$ cat src/rtl/ttms_pkg.sv
package ttms_pkg;

    // Width of the delay counters and timers, in bits.
    localparam int DELAY_WIDTH = 16;
    localparam longint DELAY_MAX = (64'd1 << DELAY_WIDTH) - 64'd1;

    // Item actions.
    localparam logic [1:0] ACT_TICK = 2'd0;
    localparam logic [1:0] ACT_MODE = 2'd1;
    localparam logic [1:0] ACT_CUE  = 2'd2;

    // Mode codes.
    localparam logic [3:0] MODE_STOP  = 4'd0;
    localparam logic [3:0] MODE_PAUSE = 4'd1;
    localparam logic [3:0] MODE_PLAYF = 4'd2;
    localparam logic [3:0] MODE_REC   = 4'd3;
    localparam logic [3:0] MODE_PLAYR = 4'd4;
    localparam logic [3:0] MODE_FFD   = 4'd5;
    localparam logic [3:0] MODE_REW   = 4'd6;
    localparam logic [3:0] MODE_AFFD  = 4'd7;
    localparam logic [3:0] MODE_AREW  = 4'd8;
    localparam logic [3:0] MODE_CAPF  = 4'd9;
    localparam logic [3:0] MODE_CAPR  = 4'd10;
    localparam logic [3:0] MODE_ASTOP = 4'd11;
    localparam logic [3:0] SEQ_FFFD   = 4'd12;
    localparam logic [3:0] SEQ_FREW   = 4'd13;
    localparam logic [3:0] MODE_NONE  = 4'd15;

    // Autostop modes.
    localparam logic [2:0] AS_OFF     = 3'd0;
    localparam logic [2:0] AS_SPINUP  = 3'd1;
    localparam logic [2:0] AS_PLAY    = 3'd2;
    localparam logic [2:0] AS_FFD     = 3'd3;
    localparam logic [2:0] AS_REW     = 3'd4;
    localparam logic [2:0] AS_BRAKING = 3'd5;

    // Mute argument that follows the cue setting.
    localparam logic [3:0] MUTE_NOTCUE = 4'd2;

    // Configuration register indexes.
    localparam logic [1:0] REG_ENABLES  = 2'd0;
    localparam logic [1:0] REG_PRETENS  = 2'd1;
    localparam logic [1:0] REG_TENSION  = 2'd2;
    localparam logic [1:0] REG_BRAKE    = 2'd3;

    typedef enum logic [3:0] {
        K_MUTE  = 4'd0,
        K_CAP   = 4'd1,
        K_PRESS = 4'd2,
        K_SPOOL = 4'd3,
        K_AS    = 4'd4,
        K_WSTOP = 4'd5,
        K_LIFT  = 4'd6,
        K_BRAKE = 4'd7,
        K_WTEN  = 4'd8,
        K_WCAP  = 4'd9,
        K_FINAL = 4'd10
    } op_kind_t;

    typedef struct packed {
        op_kind_t    kind;
        logic [3:0]  arg;
        logic [8:0]  del;
    } seq_op_t;

    typedef struct packed {
        logic        press;
        logic        brake;
        logic        lift;
        logic        reverse;
        logic [2:0]  spool;
        logic        mute;
        logic [3:0]  active;
        logic        trip;
        logic        low_ten;
    } result_t;

    function automatic seq_op_t mk(op_kind_t k, logic [3:0] a, logic [8:0] d);
        seq_op_t o;
        o.kind = k;
        o.arg  = a;
        o.del  = d;
        return o;
    endfunction

    // Load a delay into a counter, saturating at the counter maximum.
    function automatic logic [DELAY_WIDTH-1:0] sat_load(logic [15:0] v);
        if (64'(v) > 64'(DELAY_MAX))
            return '1;
        else
            return DELAY_WIDTH'(64'(v));
    endfunction

    // Number of operations in each sequence.
    function automatic logic [4:0] seq_len(logic [3:0] seq);
        logic [4:0] n;
        unique case (seq) inside
            MODE_STOP, MODE_PAUSE:               n = 5'd11;
            MODE_PLAYF, MODE_REC, MODE_PLAYR:    n = 5'd17;
            MODE_FFD, MODE_REW:                  n = 5'd13;
            MODE_AFFD, MODE_AREW:                n = 5'd14;
            MODE_CAPF, MODE_CAPR:                n = 5'd5;
            MODE_ASTOP:                          n = 5'd9;
            SEQ_FFFD, SEQ_FREW:                  n = 5'd4;
            default:                             n = 5'd0;
        endcase
        return n;
    endfunction

    // Sequence ROM, indexed by sequence and step (step counts from one).
    function automatic seq_op_t seq_rom(logic [3:0] seq, logic [4:0] step);
        seq_op_t o;
        logic [3:0] sp;
        o  = mk(K_FINAL, MODE_NONE, 9'd0);
        sp = 4'd0;
        unique case (seq) inside
            MODE_STOP, MODE_PAUSE:
            begin
                unique case (step)
                    5'd1:    o = mk(K_MUTE, 4'd1, 9'd10);
                    5'd2:    o = mk(K_PRESS, 4'd0, 9'd100);
                    5'd3:    o = mk(K_SPOOL, 4'd1, 9'd0);
                    5'd4:    o = mk(K_AS, 4'(AS_BRAKING), 9'd0);
                    5'd5:    o = mk(K_WSTOP, 4'd0, 9'd0);
                    5'd6:    o = mk(K_AS, 4'(AS_OFF), 9'd0);
                    5'd7:    o = mk(K_LIFT, 4'd0, 9'd400);
                    5'd8:    o = mk(K_BRAKE, 4'd0, 9'd100);
                    5'd9:    o = mk(K_SPOOL, 4'd0, 9'd100);
                    5'd10:   o = mk(K_MUTE, MUTE_NOTCUE, 9'd0);
                    default: o = mk(K_FINAL, MODE_NONE, 9'd0);
                endcase
            end
            MODE_PLAYF, MODE_REC, MODE_PLAYR:
            begin
                unique case (step)
                    5'd1:    o = mk(K_MUTE, 4'd1, 9'd10);
                    5'd2:    o = mk(K_CAP, (seq == MODE_PLAYR) ? 4'd1 : 4'd0, 9'd0);
                    5'd3:    o = mk(K_PRESS, 4'd0, 9'd100);
                    5'd4:    o = mk(K_SPOOL, 4'd1, 9'd0);
                    5'd5:    o = mk(K_AS, 4'(AS_BRAKING), 9'd0);
                    5'd6:    o = mk(K_WSTOP, 4'd0, 9'd0);
                    5'd7:    o = mk(K_AS, 4'(AS_OFF), 9'd0);
                    5'd8:    o = mk(K_LIFT, 4'd0, 9'd400);
                    5'd9:    o = mk(K_BRAKE, 4'd1,
                                    (seq == MODE_PLAYR) ? 9'd50 : 9'd100);
                    5'd10:   o = mk(K_AS, 4'(AS_SPINUP), 9'd0);
                    5'd11:   o = mk(K_WTEN, 4'd0, 9'd0);
                    5'd12:   o = mk(K_WCAP, 4'd0, 9'd0);
                    5'd13:   o = mk(K_AS, 4'(AS_PLAY), 9'd0);
                    5'd14:   o = mk(K_SPOOL, (seq == MODE_PLAYR) ? 4'd3 : 4'd2, 9'd0);
                    5'd15:   o = mk(K_PRESS, 4'd1, 9'd300);
                    5'd16:   o = mk(K_MUTE, 4'd0, 9'd0);
                    default: o = mk(K_FINAL, MODE_NONE, 9'd0);
                endcase
            end
            MODE_FFD, MODE_REW, MODE_AFFD, MODE_AREW:
            begin
                // Spool code per mode: ffd 4, rew 5, affd 6, arew 7.
                sp = seq - 4'd1;
                unique case (step)
                    5'd1:    o = mk(K_MUTE, 4'd1, 9'd20);
                    5'd2:    o = mk(K_PRESS, 4'd0, 9'd100);
                    5'd3:    o = mk(K_SPOOL, 4'd1, 9'd0);
                    5'd4:    o = mk(K_AS, 4'(AS_BRAKING), 9'd0);
                    5'd5:    o = mk(K_WSTOP, 4'd0, 9'd0);
                    5'd6:    o = mk(K_AS, 4'(AS_OFF), 9'd0);
                    5'd7:    o = mk(K_BRAKE, 4'd1, 9'd100);
                    5'd8:    o = mk(K_AS, 4'(AS_SPINUP), 9'd0);
                    5'd9:    o = mk(K_WTEN, 4'd0, 9'd0);
                    5'd10:   o = mk(K_LIFT, 4'd1, 9'd100);
                    5'd11:   o = mk(K_SPOOL, sp,
                                    (seq == MODE_AFFD || seq == MODE_AREW) ?
                                    9'd100 : 9'd0);
                    5'd12:   o = mk(K_AS, (seq == MODE_FFD || seq == MODE_AFFD) ?
                                    4'(AS_FFD) : 4'(AS_REW), 9'd0);
                    5'd13:   o = (seq == MODE_AFFD || seq == MODE_AREW) ?
                                 mk(K_MUTE, MUTE_NOTCUE, 9'd0) :
                                 mk(K_FINAL, MODE_NONE, 9'd0);
                    default: o = mk(K_FINAL, MODE_NONE, 9'd0);
                endcase
            end
            SEQ_FFFD, SEQ_FREW:
            begin
                unique case (step)
                    5'd1:    o = mk(K_LIFT, 4'd1, 9'd100);
                    5'd2:    o = mk(K_SPOOL, (seq == SEQ_FFFD) ? 4'd4 : 4'd5, 9'd0);
                    5'd3:    o = mk(K_AS, (seq == SEQ_FFFD) ?
                                    4'(AS_FFD) : 4'(AS_REW), 9'd0);
                    default: o = mk(K_FINAL, MODE_NONE, 9'd0);
                endcase
            end
            MODE_CAPF, MODE_CAPR:
            begin
                unique case (step)
                    5'd1:    o = mk(K_MUTE, 4'd1, 9'd10);
                    5'd2:    o = (seq == MODE_CAPF) ? mk(K_CAP, 4'd0, 9'd10) :
                                 mk(K_CAP, 4'd1, 9'd0);
                    5'd3:    o = mk(K_WCAP, 4'd0, 9'd0);
                    5'd4:    o = mk(K_MUTE, MUTE_NOTCUE, 9'd0);
                    default: o = mk(K_FINAL, MODE_NONE, 9'd0);
                endcase
            end
            MODE_ASTOP:
            begin
                unique case (step)
                    5'd1:    o = mk(K_MUTE, 4'd1, 9'd10);
                    5'd2:    o = mk(K_PRESS, 4'd0, 9'd0);
                    5'd3:    o = mk(K_SPOOL, 4'd1, 9'd0);
                    5'd4:    o = mk(K_BRAKE, 4'd0, 9'd0);
                    5'd5:    o = mk(K_WSTOP, 4'd0, 9'd0);
                    5'd6:    o = mk(K_AS, 4'(AS_OFF), 9'd0);
                    5'd7:    o = mk(K_LIFT, 4'd0, 9'd50);
                    5'd8:    o = mk(K_SPOOL, 4'd0, 9'd0);
                    default: o = mk(K_FINAL, MODE_STOP, 9'd0);
                endcase
            end
            default: o = mk(K_FINAL, MODE_NONE, 9'd0);
        endcase
        return o;
    endfunction

endpackage

$ cat src/rtl/tape_transport_mode_sequencer_unit.sv
// A request's result is computed combinationally and registered in the result register, or
// in the skid register while the output stalls. One request per cycle is taken while in_stall
// is low; the sequencer step, timers and autostop check all settle combinationally between the
// request and the result register. A two-entry output stage (result plus skid register) lets
// requests keep flowing while a result waits. Asynchronous active-low reset returns the transport
// to stop, muted, with all timers expired and the state and configuration registers at defaults.
module tape_transport_mode_sequencer_unit (
    input  logic                            clk,
    input  logic                            rst_n,
    input  logic                            cfg_we,
    input  logic [1:0]                      cfg_index,
    input  logic [15:0]                     cfg_data,
    input  logic                            in_valid,
    output logic                            in_stall,
    input  logic [1:0]                      action,
    input  logic [3:0]                      mode_request,
    input  logic                            cue_on,
    input  logic                            tape_present,
    input  logic                            tape_moving,
    input  logic                            low_tension_left,
    input  logic                            low_tension_right,
    input  logic                            capstan_ready,
    output logic                            out_valid,
    input  logic                            out_stall,
    output logic                            press_on,
    output logic                            brake_on,
    output logic                            lift_on,
    output logic                            capstan_reverse,
    output logic [2:0]                      spool_mode,
    output logic                            mute_on,
    output logic [3:0]                      active_mode,
    output logic                            autostop_trip,
    output logic                            low_tension
);
    import ttms_pkg::*;

    // Configuration registers.
    logic [3:0]             enables_reg;
    logic [15:0]            pretens_delay_reg, tension_delay_reg, brake_delay_reg;

    // Sequencer state.
    logic [3:0]             settled_reg, settled_next;
    logic [3:0]             target_reg, target_next;
    logic [3:0]             accepted_reg, accepted_next;
    logic [3:0]             running_reg, running_next;
    logic [4:0]             step_reg, step_next;
    logic [DELAY_WIDTH-1:0] op_delay_reg, op_delay_next;
    logic [DELAY_WIDTH-1:0] as_timer_reg, as_timer_next;
    logic [DELAY_WIDTH-1:0] brake_timer_reg, brake_timer_next;
    logic [2:0]             as_mode_reg, as_mode_next;
    logic                   braking_reg, braking_next;
    logic                   tape_seen_reg, tape_seen_next;
    logic                   low_ten_reg, low_ten_next;
    logic                   cue_reg, cue_next;

    // Actuator state.
    logic                   press_reg, press_next;
    logic                   brake_reg, brake_next;
    logic                   lift_reg, lift_next;
    logic                   rev_reg, rev_next;
    logic [2:0]             spool_reg, spool_next;
    logic                   mute_reg, mute_next;

    // Output stage.
    logic                   out_valid_reg, skid_valid_reg;
    result_t                out_res_reg, skid_res_reg, res_next;

    // Working signals of the step logic.
    logic                   acc;
    logic                   as_go;
    logic [2:0]             as_arg;
    logic                   trip;
    logic                   fas;
    logic                   op_done;
    logic                   want;
    seq_op_t                op;

    assign acc      = in_valid && !skid_valid_reg;
    assign in_stall = skid_valid_reg;

    // Process one request: sequencer step, cue and mode handling, autostop check.
    always_comb
    begin
        settled_next     = settled_reg;
        target_next      = target_reg;
        accepted_next    = accepted_reg;
        running_next     = running_reg;
        step_next        = step_reg;
        op_delay_next    = op_delay_reg;
        as_timer_next    = as_timer_reg;
        brake_timer_next = brake_timer_reg;
        as_mode_next     = as_mode_reg;
        braking_next     = braking_reg;
        tape_seen_next   = tape_seen_reg;
        low_ten_next     = low_ten_reg;
        cue_next         = cue_reg;
        press_next       = press_reg;
        brake_next       = brake_reg;
        lift_next        = lift_reg;
        rev_next         = rev_reg;
        spool_next       = spool_reg;
        mute_next        = mute_reg;
        as_go            = 1'b0;
        as_arg           = as_mode_reg;
        trip             = 1'b0;
        fas              = 1'b0;
        op_done          = 1'b0;
        want             = 1'b0;
        op               = seq_rom(running_reg, step_reg);

        case (action)
            ACT_TICK:
            begin
                // Timers count down first.
                if (op_delay_next != '0)
                    op_delay_next = op_delay_next - 1'b1;
                if (as_timer_next != '0)
                    as_timer_next = as_timer_next - 1'b1;
                if (brake_timer_next != '0)
                    brake_timer_next = brake_timer_next - 1'b1;

                // Sequencer: start a new sequence on a fresh target, then run one step.
                if (settled_reg != target_reg)
                begin
                    if (accepted_reg != target_reg)
                    begin
                        if (settled_reg == MODE_AFFD && target_reg == MODE_FFD)
                            running_next = SEQ_FFFD;
                        else if (settled_reg == MODE_AREW && target_reg == MODE_REW)
                            running_next = SEQ_FREW;
                        else
                            running_next = target_reg;
                        accepted_next = target_reg;
                        settled_next  = MODE_NONE;
                        step_next     = 5'd1;
                    end
                    op = seq_rom(running_next, step_next);
                    if (op_delay_next == '0 && step_next >= 5'd1 &&
                        step_next <= seq_len(running_next))
                    begin
                        op_done = 1'b1;
                        want    = op.arg[0];
                        case (op.kind)
                            K_MUTE:
                            begin
                                if (op.arg == MUTE_NOTCUE)
                                    want = !cue_reg;
                                if (mute_next != want)
                                begin
                                    mute_next     = want;
                                    op_delay_next = sat_load(16'(op.del));
                                end
                            end
                            K_CAP:
                            begin
                                if (rev_next != want)
                                begin
                                    rev_next      = want;
                                    op_delay_next = sat_load(16'(op.del));
                                end
                            end
                            K_PRESS:
                            begin
                                if (press_next != want)
                                begin
                                    press_next    = want;
                                    op_delay_next = sat_load(16'(op.del));
                                end
                            end
                            K_BRAKE:
                            begin
                                if (brake_next != want)
                                begin
                                    brake_next    = want;
                                    op_delay_next = sat_load(16'(op.del));
                                end
                            end
                            K_LIFT:
                            begin
                                if (cue_reg)
                                    want = 1'b0;
                                if (lift_next != want)
                                begin
                                    lift_next     = want;
                                    op_delay_next = sat_load(16'(op.del));
                                end
                            end
                            K_SPOOL:
                            begin
                                if (4'(spool_next) != op.arg)
                                begin
                                    spool_next    = op.arg[2:0];
                                    op_delay_next = sat_load(16'(op.del));
                                end
                            end
                            K_AS:
                            begin
                                as_go         = 1'b1;
                                as_arg        = op.arg[2:0];
                                op_delay_next = sat_load(16'(op.del));
                            end
                            K_WSTOP:
                                op_done = !tape_moving || low_ten_reg;
                            K_WTEN:
                                op_done = (!low_tension_left && !low_tension_right) ||
                                          !enables_reg[0];
                            K_WCAP:
                                op_done = capstan_ready;
                            K_FINAL:
                            begin
                                accepted_next = MODE_NONE;
                                if (op.arg != MODE_NONE)
                                    target_next = op.arg;
                                settled_next = target_next;
                            end
                            default: op_done = 1'b1;
                        endcase
                        if (op_done)
                            step_next = step_next + 5'd1;
                    end
                end
            end
            ACT_MODE:
            begin
                // A known mode becomes the target; capstan modes keep the cue state.
                if (mode_request <= MODE_ASTOP)
                begin
                    target_next = mode_request;
                    if (mode_request != MODE_CAPF && mode_request != MODE_CAPR)
                    begin
                        if (mode_request == MODE_AFFD || mode_request == MODE_AREW)
                            lift_next = 1'b1;
                        mute_next = 1'b1;
                        as_go     = 1'b1;
                        cue_next  = 1'b0;
                    end
                end
            end
            ACT_CUE:
            begin
                if (cue_on)
                begin
                    if (target_reg == MODE_AFFD || target_reg == MODE_AREW)
                        lift_next = 1'b0;
                    if (settled_reg == target_reg)
                        mute_next = 1'b0;
                end
                else
                begin
                    if (target_reg == MODE_AFFD || target_reg == MODE_AREW)
                        lift_next = 1'b1;
                    mute_next = 1'b1;
                end
                as_go    = 1'b1;
                cue_next = cue_on;
            end
            default:
            begin
                // Unknown action leaves the state as it is.
            end
        endcase

        // Autostop mode change.
        if (as_go)
        begin
            braking_next = 1'b0;
            case (as_arg)
                AS_OFF:
                    as_mode_next = AS_OFF;
                AS_SPINUP:
                begin
                    as_timer_next = sat_load(pretens_delay_reg);
                    as_mode_next  = AS_SPINUP;
                end
                AS_PLAY, AS_FFD, AS_REW:
                begin
                    as_timer_next  = sat_load(tension_delay_reg);
                    tape_seen_next = tape_present;
                    as_mode_next   = as_arg;
                end
                AS_BRAKING:
                begin
                    brake_timer_next = sat_load(brake_delay_reg);
                    as_timer_next    = sat_load(tension_delay_reg);
                    braking_next     = 1'b1;
                end
                default:
                begin
                end
            endcase
        end

        // Autostop check on ticks.
        if (action == ACT_TICK)
        begin
            case (as_mode_next)
                AS_SPINUP:
                begin
                    low_ten_next = low_tension_left || low_tension_right;
                    fas = low_ten_next && enables_reg[0];
                end
                AS_PLAY:
                begin
                    low_ten_next = low_tension_left || low_tension_right;
                    fas = low_ten_next && enables_reg[1];
                end
                AS_FFD:
                begin
                    low_ten_next = low_tension_right;
                    fas = low_ten_next && enables_reg[1];
                end
                AS_REW:
                begin
                    low_ten_next = low_tension_left;
                    fas = low_ten_next && enables_reg[1];
                end
                default:
                    low_ten_next = low_tension_left || low_tension_right;
            endcase
            if (fas && as_timer_next == '0)
                trip = 1'b1;
            else if (braking_next && tape_moving && brake_timer_next == '0 &&
                     enables_reg[3])
                trip = 1'b1;
            else if (as_mode_next > AS_SPINUP)
            begin
                if (tape_seen_next && !tape_present)
                    trip = 1'b1;
                else
                begin
                    tape_seen_next = tape_present;
                    if (!tape_moving && !braking_next && as_timer_next == '0 &&
                        enables_reg[2])
                        trip = 1'b1;
                end
            end
        end

        res_next.press   = press_next;
        res_next.brake   = brake_next;
        res_next.lift    = lift_next;
        res_next.reverse = rev_next;
        res_next.spool   = spool_next;
        res_next.mute    = mute_next;
        res_next.active  = settled_next;
        res_next.trip    = trip;
        res_next.low_ten = low_ten_next;
    end

    // State and configuration registers.
    always_ff @(posedge clk or negedge rst_n)
    begin
        if (!rst_n)
        begin
            enables_reg       <= 4'd15;
            pretens_delay_reg <= 16'd1000;
            tension_delay_reg <= 16'd1000;
            brake_delay_reg   <= 16'd3000;
            settled_reg       <= MODE_STOP;
            target_reg        <= MODE_STOP;
            accepted_reg      <= MODE_STOP;
            running_reg       <= MODE_STOP;
            step_reg          <= 5'd1;
            op_delay_reg      <= '0;
            as_timer_reg      <= '0;
            brake_timer_reg   <= '0;
            as_mode_reg       <= AS_OFF;
            braking_reg       <= 1'b0;
            tape_seen_reg     <= 1'b0;
            low_ten_reg       <= 1'b0;
            cue_reg           <= 1'b0;
            press_reg         <= 1'b0;
            brake_reg         <= 1'b0;
            lift_reg          <= 1'b0;
            rev_reg           <= 1'b0;
            spool_reg         <= 3'd0;
            mute_reg          <= 1'b1;
        end
        else
        begin
            if (cfg_we)
            begin
                unique case (cfg_index)
                    REG_ENABLES: enables_reg       <= cfg_data[3:0];
                    REG_PRETENS: pretens_delay_reg <= cfg_data;
                    REG_TENSION: tension_delay_reg <= cfg_data;
                    REG_BRAKE:   brake_delay_reg   <= cfg_data;
                    default:     enables_reg       <= enables_reg;
                endcase
            end
            if (acc)
            begin
                settled_reg     <= settled_next;
                target_reg      <= target_next;
                accepted_reg    <= accepted_next;
                running_reg     <= running_next;
                step_reg        <= step_next;
                op_delay_reg    <= op_delay_next;
                as_timer_reg    <= as_timer_next;
                brake_timer_reg <= brake_timer_next;
                as_mode_reg     <= as_mode_next;
                braking_reg     <= braking_next;
                tape_seen_reg   <= tape_seen_next;
                low_ten_reg     <= low_ten_next;
                cue_reg         <= cue_next;
                press_reg       <= press_next;
                brake_reg       <= brake_next;
                lift_reg        <= lift_next;
                rev_reg         <= rev_next;
                spool_reg       <= spool_next;
                mute_reg        <= mute_next;
            end
        end
    end

    // Output stage control: result register with a skid register behind it.
    always_ff @(posedge clk or negedge rst_n)
    begin
        if (!rst_n)
        begin
            out_valid_reg  <= 1'b0;
            skid_valid_reg <= 1'b0;
        end
        else if (!out_valid_reg || !out_stall)
        begin
            if (skid_valid_reg)
            begin
                out_valid_reg  <= 1'b1;
                skid_valid_reg <= 1'b0;
            end
            else
                out_valid_reg <= acc;
        end
        else if (acc)
            skid_valid_reg <= 1'b1;
    end

    // Output stage payload.
    always_ff @(posedge clk)
    begin
        if (!out_valid_reg || !out_stall)
        begin
            if (skid_valid_reg)
                out_res_reg <= skid_res_reg;
            else if (acc)
                out_res_reg <= res_next;
        end
        else if (acc)
            skid_res_reg <= res_next;
    end

    assign out_valid       = out_valid_reg;
    assign press_on        = out_res_reg.press;
    assign brake_on        = out_res_reg.brake;
    assign lift_on         = out_res_reg.lift;
    assign capstan_reverse = out_res_reg.reverse;
    assign spool_mode      = out_res_reg.spool;
    assign mute_on         = out_res_reg.mute;
    assign active_mode     = out_res_reg.active;
    assign autostop_trip   = out_res_reg.trip;
    assign low_tension     = out_res_reg.low_ten;

    // A post delay only runs while the transport is switching.
    a_delay_switching: assert property (@(posedge clk) disable iff (!rst_n)
        (op_delay_reg != '0) |-> (settled_reg == MODE_NONE))
        else $error("post delay pending in a settled mode");

    // Requests other than ticks leave the operation delay untouched.
    a_no_count_off_tick: assert property (@(posedge clk) disable iff (!rst_n)
        (acc && action != ACT_TICK) |=> $stable(op_delay_reg))
        else $error("operation delay changed on a non-tick request");

    // The skid register only fills behind a held result.
    a_skid_behind_out: assert property (@(posedge clk) disable iff (!rst_n)
        skid_valid_reg |-> out_valid_reg)
        else $error("skid register holds a result with the output empty");

endmodule
$ cat config.mk
export PLATFORM = sky130hd
export DESIGN_NAME = tape_transport_mode_sequencer_unit
export DESIGN_NICKNAME = d
export VERILOG_FILES = /design/src/rtl/ttms_pkg.sv /design/src/rtl/tape_transport_mode_sequencer_unit.sv
export SDC_FILE = /design/constraint.sdc
export NUM_CORES = 1
export LEC_CHECK = 0
export ABC_AREA = 1
export ABC_CLOCK_PERIOD_IN_PS = 13670
export BUFFER_PORTS_ARGS = -buffer_cell sky130_fd_sc_hd__buf_2
export CORE_ASPECT_RATIO = 0.5
export CORE_MARGIN = 2
export CORE_UTILIZATION = 38
export DETAILED_ROUTE_END_ITERATION = 7
export PLACE_DENSITY = 0.51
export SLEW_MARGIN = 5
export SYNTH_ARGS = -nofsm -noshare
export SYNTH_HDL_FRONTEND = slang
export SYNTH_SLANG_ARGS = --single-unit
$ cat constraint.sdc
create_clock -name clk -period 13.67 [get_ports clk]
set_clock_uncertainty 0.15 [all_clocks]
set_input_delay 2.734 -clock clk [delete_from_list [all_inputs] [get_ports clk]]
set_output_delay 2.734 -clock clk [all_outputs]
set_load 0.01 [all_outputs]
==> results.py, run 1 <==
metrics = {
    "status": {
        "run_status": "finished, final reports clean",
    },
    "critical_path": {
        "crit_fanout": 25,
        "path_buf_inv": 6,
        "reg2reg_to": "autostop_trip",
        "ff2ff_setup_slack_ps": 5670,
        "cpMostUsedCell": "nand2_1",
        "arrival_ps": 8170,
        "slowest_delay_ps": 650,
        "required_ps": 13840,
        "reg2regPathDepth": 40,
        "endpoint_kind": "flop",
        "path_class": "reg -> reg",
        "r2r-start": "target_reg[1]",
        "critPathTopFamily": "simple AND/OR/NAND/NOR gates",
        "crit_slowest_cell": "o21ai_0",
        "start_kind": "flop",
    },
    "routing": {
        "via_per_inst": 5.25,
        "antenna_left": 0,
        "drc": 0,
        "drtIter0Drc": 827,
        "wirelength_mm": 35.5,
        "vias": 11034,
        "wl_per_cell_um": 16.9,
        "first_pass_iters": 5,
    },
    "yosys": {
        "syn_nets": 1720,
        "netlist_instances": 1663,
        "netlist-cell-type-count": 57,
        "ys_ff_latch": 166,
        "ys_warn_count": 0,
        "synth_area_leader_cell": "dfrtp_1",
        "synthArstFlopShare": 0.831,
        "yosysMostFrequentCell": "nand2_1",
        "synth_edf_count": 28,
        "seq_area_frac_synth": 0.377,
        "synthTopCellsByCount": "512 x nand2_1, 208 x nor2_1, 169 x inv_1",
        "synthFlopType": "dfrtp_1",
        "avgSynthCellArea_um2": 6.90,
        "synthTopCellsByArea": "dfrtp_1 25%, nand2_1 17%, edfxtp_1 7.3%",
        "syn-cell-area_mm2": 0.0115,
        "synth.top_cell.area_share": 0.246,
    },
    "final_layout": {
        "area_growth_pct": 10.3,
        "layout.nets": 1753,
        "n_antenna_cell": 0,
        "final_area_mm2": 0.0127,
        "drive_gt1_frac": 0.109,
        "n_fill_cell": 3091,
    },
    "timing": {
        "worst_pin_slew_ps": 1080,
        "slew_headroom": 0.278,
        "final-setup-viol-count": 0,
        "rsz0062_at_grt": "false",
        "fin_crit_ps": 8000,
        "fin_tns_setup_ps": 0,
        "finalHoldViolations": 0,
        "timing.final.crit_share": 0.585,
        "max_freq_ghz": 0.125,
        "holdWs_ps": 340,
        "maxSlewViolCount": 0,
    },
    "cts": {
        "clockRootBuffer": "clkbuf_16",
        "cts_resized": 0,
        "worstSkewPairLatency_ps": 450,
        "postCtsSetupRepairBufs": 0,
        "clock-sinks": 166,
        "cts_buffers": 17,
        "cts_hold_buffers": 0,
        "cts_tree": "done",
        "cts.clk_slew.worst_paths_ps": 80,
        "clk_path_buf_depth": 2,
        "h-tree-depth": 4,
    },
    "floorplanning": {
        "die_w_um": 250,
        "start_util": 0.391,
        "fp.dieH_um": 127,
        "dieArea_mm2": 0.0317,
        "core_mm2": 0.0293,
        "ios": 51,
        "core.rowCount": 44,
    },
    "place": {
        "post_dp_cell_area_mm2": 0.0121,
        "place_congestion": 0.957,
        "dp_hpwl_mm": 27.2,
        "portBuffers": 50,
    },
    "global_route": {
        "grt_start_max_net_pins": 84,
        "grt_pass1_wl_mm": 57.5,
        "gr-total-overflow": 0,
        "grt_pass1_vias": 10439,
        "grt_usage": 0.232,
        "antenna_found_initial": 0,
    },
    "worst_hold_path": {
        "hold_class": "reg -> reg",
        "hold_path_depth": 2,
        "min_to": "running_reg[0]",
        "holdCritStartpoint": "running_reg[0]",
    },
    "power": {
        "vdd_drop_max_mv": 0.120,
        "powerDensity_mw_per_mm2": 218,
        "leakagePower_nw": 6.03,
    },
    "flow_run": {
        "cap_viol_max_count": 0,
    },
}
[cells in the final DEF, fill, tap and decap left out, types with 4 or more instances in the layout]
master,count
nand3_4,5
o21ai_0,153
nand2_4,7
dfrtp_1,113
nand3_2,9
edfxtp_1,28
nand3_1,93
a31oi_1,26
o21bai_1,4
a21oi_1,41
buf_2,49
dfstp_2,25
o211ai_1,14
buf_4,7
nand4_1,23
nor2_2,9
inv_1,169
nand2_1,512
nor2_4,4
xor2_1,25
clkinv_4,4
nor3_1,35
inv_2,15
clkinv_8,5
xnor2_1,13
nand2_2,11
o22ai_1,8
nor2_1,207
clkbuf_16,17
nor4_1,6
ha_1,22
[final cells by class]
type,count,area (µm²),area share
clock buffer,18,429,0.0339
clock inverter,14,165,0.0130
inverter,188,708,0.0559
multi-input combinational,1266,6230,0.492
sequential,166,4330,0.342
tap,391,489,0.0386
timing repair buffer,57,309,0.0244
[power by group]
| group | internal, mW | total (mW) | switching (mW) | leakage [nW] |
|---|---|---|---|---|
| Clock | 0.245 | 0.489 | 0.244 | 0.287 |
| Combinational | 0.457 | 1.53 | 1.08 | 3.83 |
| Sequential | 0.633 | 0.743 | 0.110 | 1.91 |
[cells by family (layout without fill, tap and decap cells)]
kind of cell | Yosys count | count (layout) | synth area share
adder cells (fa/ha/maj) | 22 | 22 | 0.0240
buffers and inverters | 231 | 277 | 0.0805
XOR/XNOR | 39 | 39 | 0.0304
flip-flops | 166 | 166 | 0.377
AO/OA/AOI/OAI | 270 | 270 | 0.134
AND/OR/NAND/NOR | 934 | 934 | 0.354
multiplexers | 1 | 1 | 0.000872
[worst max path at each step]
stage / from / end / slack (ps) / cells after the start
floorplan: action[0] / autostop_trip / 7820 / 23
global placement: target_reg[1] / autostop_trip / 5830 / 39
detailed placement: target_reg[1] / autostop_trip / 5650 / 39
CTS: target_reg[1] / autostop_trip / 5610 / 39
global route: target_reg[1] / autostop_trip / 4770 / 40
finish: target_reg[1] / autostop_trip / 5670 / 40
[per-stage QoR]
step           utilization  cells  power [mW]  worst slack (ps)
5_1_grt              0.431   2100        3.00              4770
3_5_place_dp         0.411   2068        2.27              5650
2_1_floorplan            -   1663        1.87              7820
3_3_place_gp         0.411   2068        2.26              5830
6_report             0.431   2100        2.76              5670
4_1_cts              0.431   2100        2.77              5610
[layer usage]
layer,share of wire,wire length (µm),GRT usage
met1,0.49,17300,0.327
met2,0.45,15900,0.365
met3,0.044,1560,0.0337
met4,0.023,819,0.0797
met5,0,0,0
[worst register-to-register path, delay by kind of cell, from the launching register on]
| kind | cells | cell delay (ps) |
|---|---|---|
| buffers and inverters | 6 | 580 |
| AOI/OAI and AO/OA | 3 | 1100 |
| adders and majority gates | 2 | 510 |
| DFF | 1 | 490 |
| and+or+nand+nor | 29 | 5070 |
(Power assumes the default switching activity.)
==> inputs of run 2 (changes only) <==
- ABC_CLOCK_PERIOD_IN_PS: 13670 -> 7570
- clock period: 13.67 -> 7.57 ns (I/O delays scaled with it)
==> run 2 against run 1 <==
Effect of this change:
- sequential power grew 80%
- utilization is essentially flat
- final cell count grew 0.19%
- critical path type unchanged
- critical endpoint unchanged
- largest cell class unchanged
- largest power group unchanged
==> results.py, run 2 (synthesis results as in run 1) <==
metrics = {
    "status": {
        "run_status": "finished, final reports clean",
    },
    "final_layout": {
        "layout.nets": 1757,
        "utilization": 0.432,
        "n_antenna_cell": 0,
        "final_common_cell": "nand2_1",
        "final_area_mm2": 0.0127,
        "area_growth_pct": 10.3,
        "final_cell_mix": "512 x nand2_1, 207 x nor2_1, 169 x inv_1",
        "drive_gt1_frac": 0.112,
        "instances_no_fill": 2104,
    },
    "worst_hold_path": {
        "hold_class": "reg -> reg",
    },
    "critical_path": {
        "slowest_delay_ps": 550,
        "arrival_ps": 6910,
        "crit_fanout": 25,
        "start_kind": "flop",
        "path_class": "reg -> reg",
        "cpMostUsedCell": "nand2_1",
        "required_ps": 7740,
        "crit_slowest_cell": "dfrtp_1",
        "endpoint_kind": "flop",
    },
    "place": {
        "dp_cells": 2071,
        "portBuffers": 50,
        "dp_hpwl_mm": 26.9,
        "dp_slack_ps": 50.7,
        "post_dp_cell_area_mm2": 0.0121,
        "place_congestion": 0.948,
    },
    "cts": {
        "cts_buffers": 17,
        "cts_hold_buffers": 0,
        "worstSkewPairLatency_ps": 450,
        "clk_path_buf_depth": 2,
        "h-tree-depth": 4,
        "cts.clk_slew.worst_paths_ps": 70,
        "cts_tree": "done",
        "clock-sinks": 166,
        "clockRootBuffer": "clkbuf_16",
    },
    "floorplanning": {
        "die_w_um": 250,
        "start_util": 0.391,
        "dieArea_mm2": 0.0317,
        "core_mm2": 0.0293,
        "fp.dieH_um": 127,
        "ios": 51,
        "core.rowCount": 44,
    },
    "timing": {
        "worst_pin_slew_ps": 1190,
        "finalHoldViolations": 0,
        "fin_tns_setup_ps": 0,
        "rsz0062_at_grt": "false",
        "fin_crit_ps": 6740,
        "timing.final.crit_share": 0.890,
        "maxSlewViolCount": 0,
        "final-setup-viol-count": 0,
        "slew_headroom": 0.206,
        "layout_setup_ws_ps": 833,
        "holdWs_ps": 330,
        "max_freq_ghz": 0.148,
    },
    "global_route": {
        "grt_pass1_wl_mm": 57.5,
        "gr-total-overflow": 0,
        "antenna_found_initial": 0,
        "grt_start_max_net_pins": 85,
        "grt_usage": 0.230,
        "grt_pass1_vias": 10729,
    },
    "routing": {
        "wirelength_mm": 35.2,
        "drtIter0Drc": 933,
        "antenna_left": 0,
        "wl_per_cell_um": 16.7,
        "vias": 11030,
        "drc": 0,
        "via_per_inst": 5.24,
        "first_pass_iters": 5,
    },
    "flow_run": {
        "cap_viol_max_count": 0,
    },
    "power": {
        "leakagePower_nw": 6.04,
        "total_power_mw": 4.97,
        "vdd_drop_max_mv": 0.206,
        "powerDensity_mw_per_mm2": 393,
    },
}
-- run 2: changes by cell type in the layout (fill, tap and decap cells not counted), sizes merged --
cell,previous run,this run
buf,57,61
clkinv,12,9
clkinvlp,0,3
clkbuf,18,20
inv,190,188
-- run 2: worst paths after layout --
check                                   startpoint                  end  slack (ps)  cells after the start
max in group asynchronous                    rst_n      op_delay_reg[7]        4970                      2
min in group asynchronous                    rst_n  brake_delay_reg[12]         950                      1
worst max-delay path                 target_reg[1]        autostop_trip         830                     45
worst min register to register  brake_delay_reg[0]   brake_delay_reg[0]         330                      2
worst max register to register       target_reg[1]        autostop_trip         830                     45
worst min-delay path            brake_delay_reg[0]   brake_delay_reg[0]         330                      2
-- run 2: power by group --
part	internal [mW]	total, mW	switching (mW)
clock	0.434	0.833	0.399
combinational	0.859	2.80	1.94
sequential	1.14	1.34	0.196
-- run 2: critical path, delay by kind of cell (launching register included) --
family                   cells  cell delay [ps]
buffers and inverters        7              800
flip-flops                   1              550
AO/OA/AOI/OAI                2              280
adder cells (fa/ha/maj)      2              580
AND/OR/NAND/NOR             34             4230
-- run 2: final cells by class --
class                   instances  area, µm²
clock inverters                12       97.6
repair buffers                 61        339
inverters                     188        708
clock buffers                  20        447
well taps                     391        489
multi-input cells            1266       6260
fillers                      3089      16700
flip-flops and latches        166       4330
-- run 2: what timing repair did --
item                                    4_1_cts  5_1_grt
setup buffers                                 0        1
endpoints found under the setup margin        0        4
gates resized for setup                       0        7
-- run 2: per-layer routing --
metal | vias to the layer above | wire length (µm) | GRT usage
met5 | - | 0 | 0
met4 | 0 | 905 | 0.0787
met3 | 55 | 1600 | 0.0382
met2 | 266 | 15600 | 0.366
met1 | 5216 | 17100 | 0.320
li1 | 5493 | - | -
==> inputs of run 3 (changes only) <==
- CORE_MARGIN: 2 -> default
==> run 3 against run 2 <==
Effect of this change:
- final cell count increased by 0.19%
- setup slack got worse by 32 ps
- flip-flop and latch count unchanged
- combinational power is essentially flat
- count of clock-buffer cells in the layout decreased by 1
- critical endpoint unchanged
- largest cell class unchanged
- highest routed layer unchanged
==> results.py, run 3 (synthesis results as in run 1) <==
metrics = {
    "cts": {
        "cts.clk_slew.worst_paths_ps": 70,
        "worstSkewPairLatency_ps": 460,
        "h-tree-depth": 4,
        "clock-sinks": 166,
        "cts_buffers": 17,
        "cts_tree": "done",
        "clockRootBuffer": "clkbuf_16",
        "clk_path_buf_depth": 2,
        "postCtsSetupRepairBufs": 0,
    },
    "global_route": {
        "grt_pass1_wl_mm": 57.9,
        "grt_usage": 0.239,
        "grt_start_max_net_pins": 91,
        "antenna_found_initial": 0,
        "gr-total-overflow": 0,
        "grt_pass1_vias": 10825,
    },
    "timing": {
        "worst_pin_slew_ps": 1210,
        "holdWs_ps": 342,
        "final-setup-viol-count": 0,
        "timing.final.crit_share": 0.894,
        "slew_headroom": 0.194,
        "finalHoldViolations": 0,
        "fin_tns_setup_ps": 0,
        "fin_crit_ps": 6770,
        "max_freq_ghz": 0.148,
        "maxSlewViolCount": 0,
        "rsz0062_at_grt": "false",
    },
    "final_layout": {
        "layout.nets": 1761,
        "final_cell_mix": "512 x nand2_1, 207 x nor2_1, 169 x inv_1",
        "final_common_cell": "nand2_1",
        "drive_gt1_frac": 0.113,
        "area_growth_pct": 10.4,
        "n_antenna_cell": 0,
    },
    "worst_hold_path": {
        "hold_class": "reg -> reg",
        "hold_path_depth": 2,
    },
    "place": {
        "dp_hpwl_mm": 26.7,
        "place_congestion": 0.983,
        "portBuffers": 50,
    },
    "floorplanning": {
        "start_util": 0.391,
        "dieArea_mm2": 0.0310,
        "core.rowCount": 44,
        "ios": 51,
        "core_mm2": 0.0293,
        "die_w_um": 248,
        "fp.dieH_um": 125,
    },
    "flow_run": {
        "cap_viol_max_count": 0,
    },
    "routing": {
        "first_pass_iters": 7,
        "wirelength_mm": 35.1,
        "wl_per_cell_um": 16.7,
        "vias": 11017,
        "drc": 0,
        "drtIter0Drc": 727,
        "via_per_inst": 5.23,
        "antenna_left": 0,
    },
    "critical_path": {
        "crit_slowest_cell": "xor2_2",
        "path_class": "reg -> reg",
        "crit_fanout": 16,
        "cpMostUsedCell": "nand2_1",
        "start_kind": "flop",
        "endpoint_kind": "flop",
        "slowest_delay_ps": 600,
        "arrival_ps": 6830,
        "reg2regPathDepth": 45,
        "required_ps": 7630,
    },
    "power": {
        "vdd_drop_max_mv": 0.294,
        "leakagePower_nw": 6.07,
        "total_power_mw": 5.00,
        "powerDensity_mw_per_mm2": 395,
    },
    "status": {
        "run_status": "finished, final reports clean",
    },
}
-- run 3: cell types whose count changed in the layout (fill, tap and decap cells not counted), sizes merged --
cell	previous run	this run
buf	61	65
clkbuf	20	19
clkinv	9	8
clkinvlp	3	1
inv	188	192
-- run 3: through the flow --
step	util	instance area (µm²)	cells	setup slack, ps
floorplan	-	11500	1663	1850
global placement	0.413	12100	2076	880
detailed placement	0.413	12100	2076	743
CTS	0.432	12700	2108	683
global route	0.432	12700	2108	58.0
finish	0.432	12700	2108	801
-- run 3: final timing paths --
check	start	endpoint	slack [ps]
min	tension_delay_reg[10]	tension_delay_reg[10]	340
max	target_reg[2]	autostop_trip	800
max reg2reg	target_reg[2]	autostop_trip	800
min in group asynchronous	rst_n	brake_delay_reg[13]	980
max in group asynchronous	rst_n	tape_seen_reg	5120
min reg2reg	tension_delay_reg[10]	tension_delay_reg[10]	340
-- run 3: repair_timing --
item                                    in CTS  in global routing
hold buffers                                 0                  0
endpoints found under the setup margin       0                  2
gates resized for setup                      0                  2
-- run 3: report_power, final --
part | internal [mW] | leakage [nW] | switching, mW
registers | 1.14 | 1.91 | 0.197
logic | 0.882 | 3.88 | 1.93
clock network | 0.431 | 0.268 | 0.415
-- run 3: layer usage --
| layer | vias up | GRT usage | share of wire |
|---|---|---|---|
| met2 | 314 | 0.376 | 0.45 |
| met5 | - | 0 | 0 |
| met1 | 5144 | 0.333 | 0.48 |
| met3 | 51 | 0.0480 | 0.049 |
| li1 | 5508 | - | - |
| met4 | 0 | 0.0639 | 0.019 |
-- run 3: layout make-up --
cell class | instances | area (µm²)
fillers | 3083 | 16700
multi-input cells | 1266 | 6240
flip-flops and latches | 166 | 4330
inverters | 188 | 708
well taps | 391 | 489
clock buffers | 19 | 433
repair buffers | 65 | 369
clock inverters | 13 | 113
-- run 3: critical path: cells and delay by family, from the launching register on --
kind                       cells  cell delay [ps]
AOI/OAI and AO/OA              2              250
xor gates and xnor gates       1              600
adders and majority gates      2              570
buffers and inverters          7              800
DFF                            1              510
and+or+nand+nor               33             3600
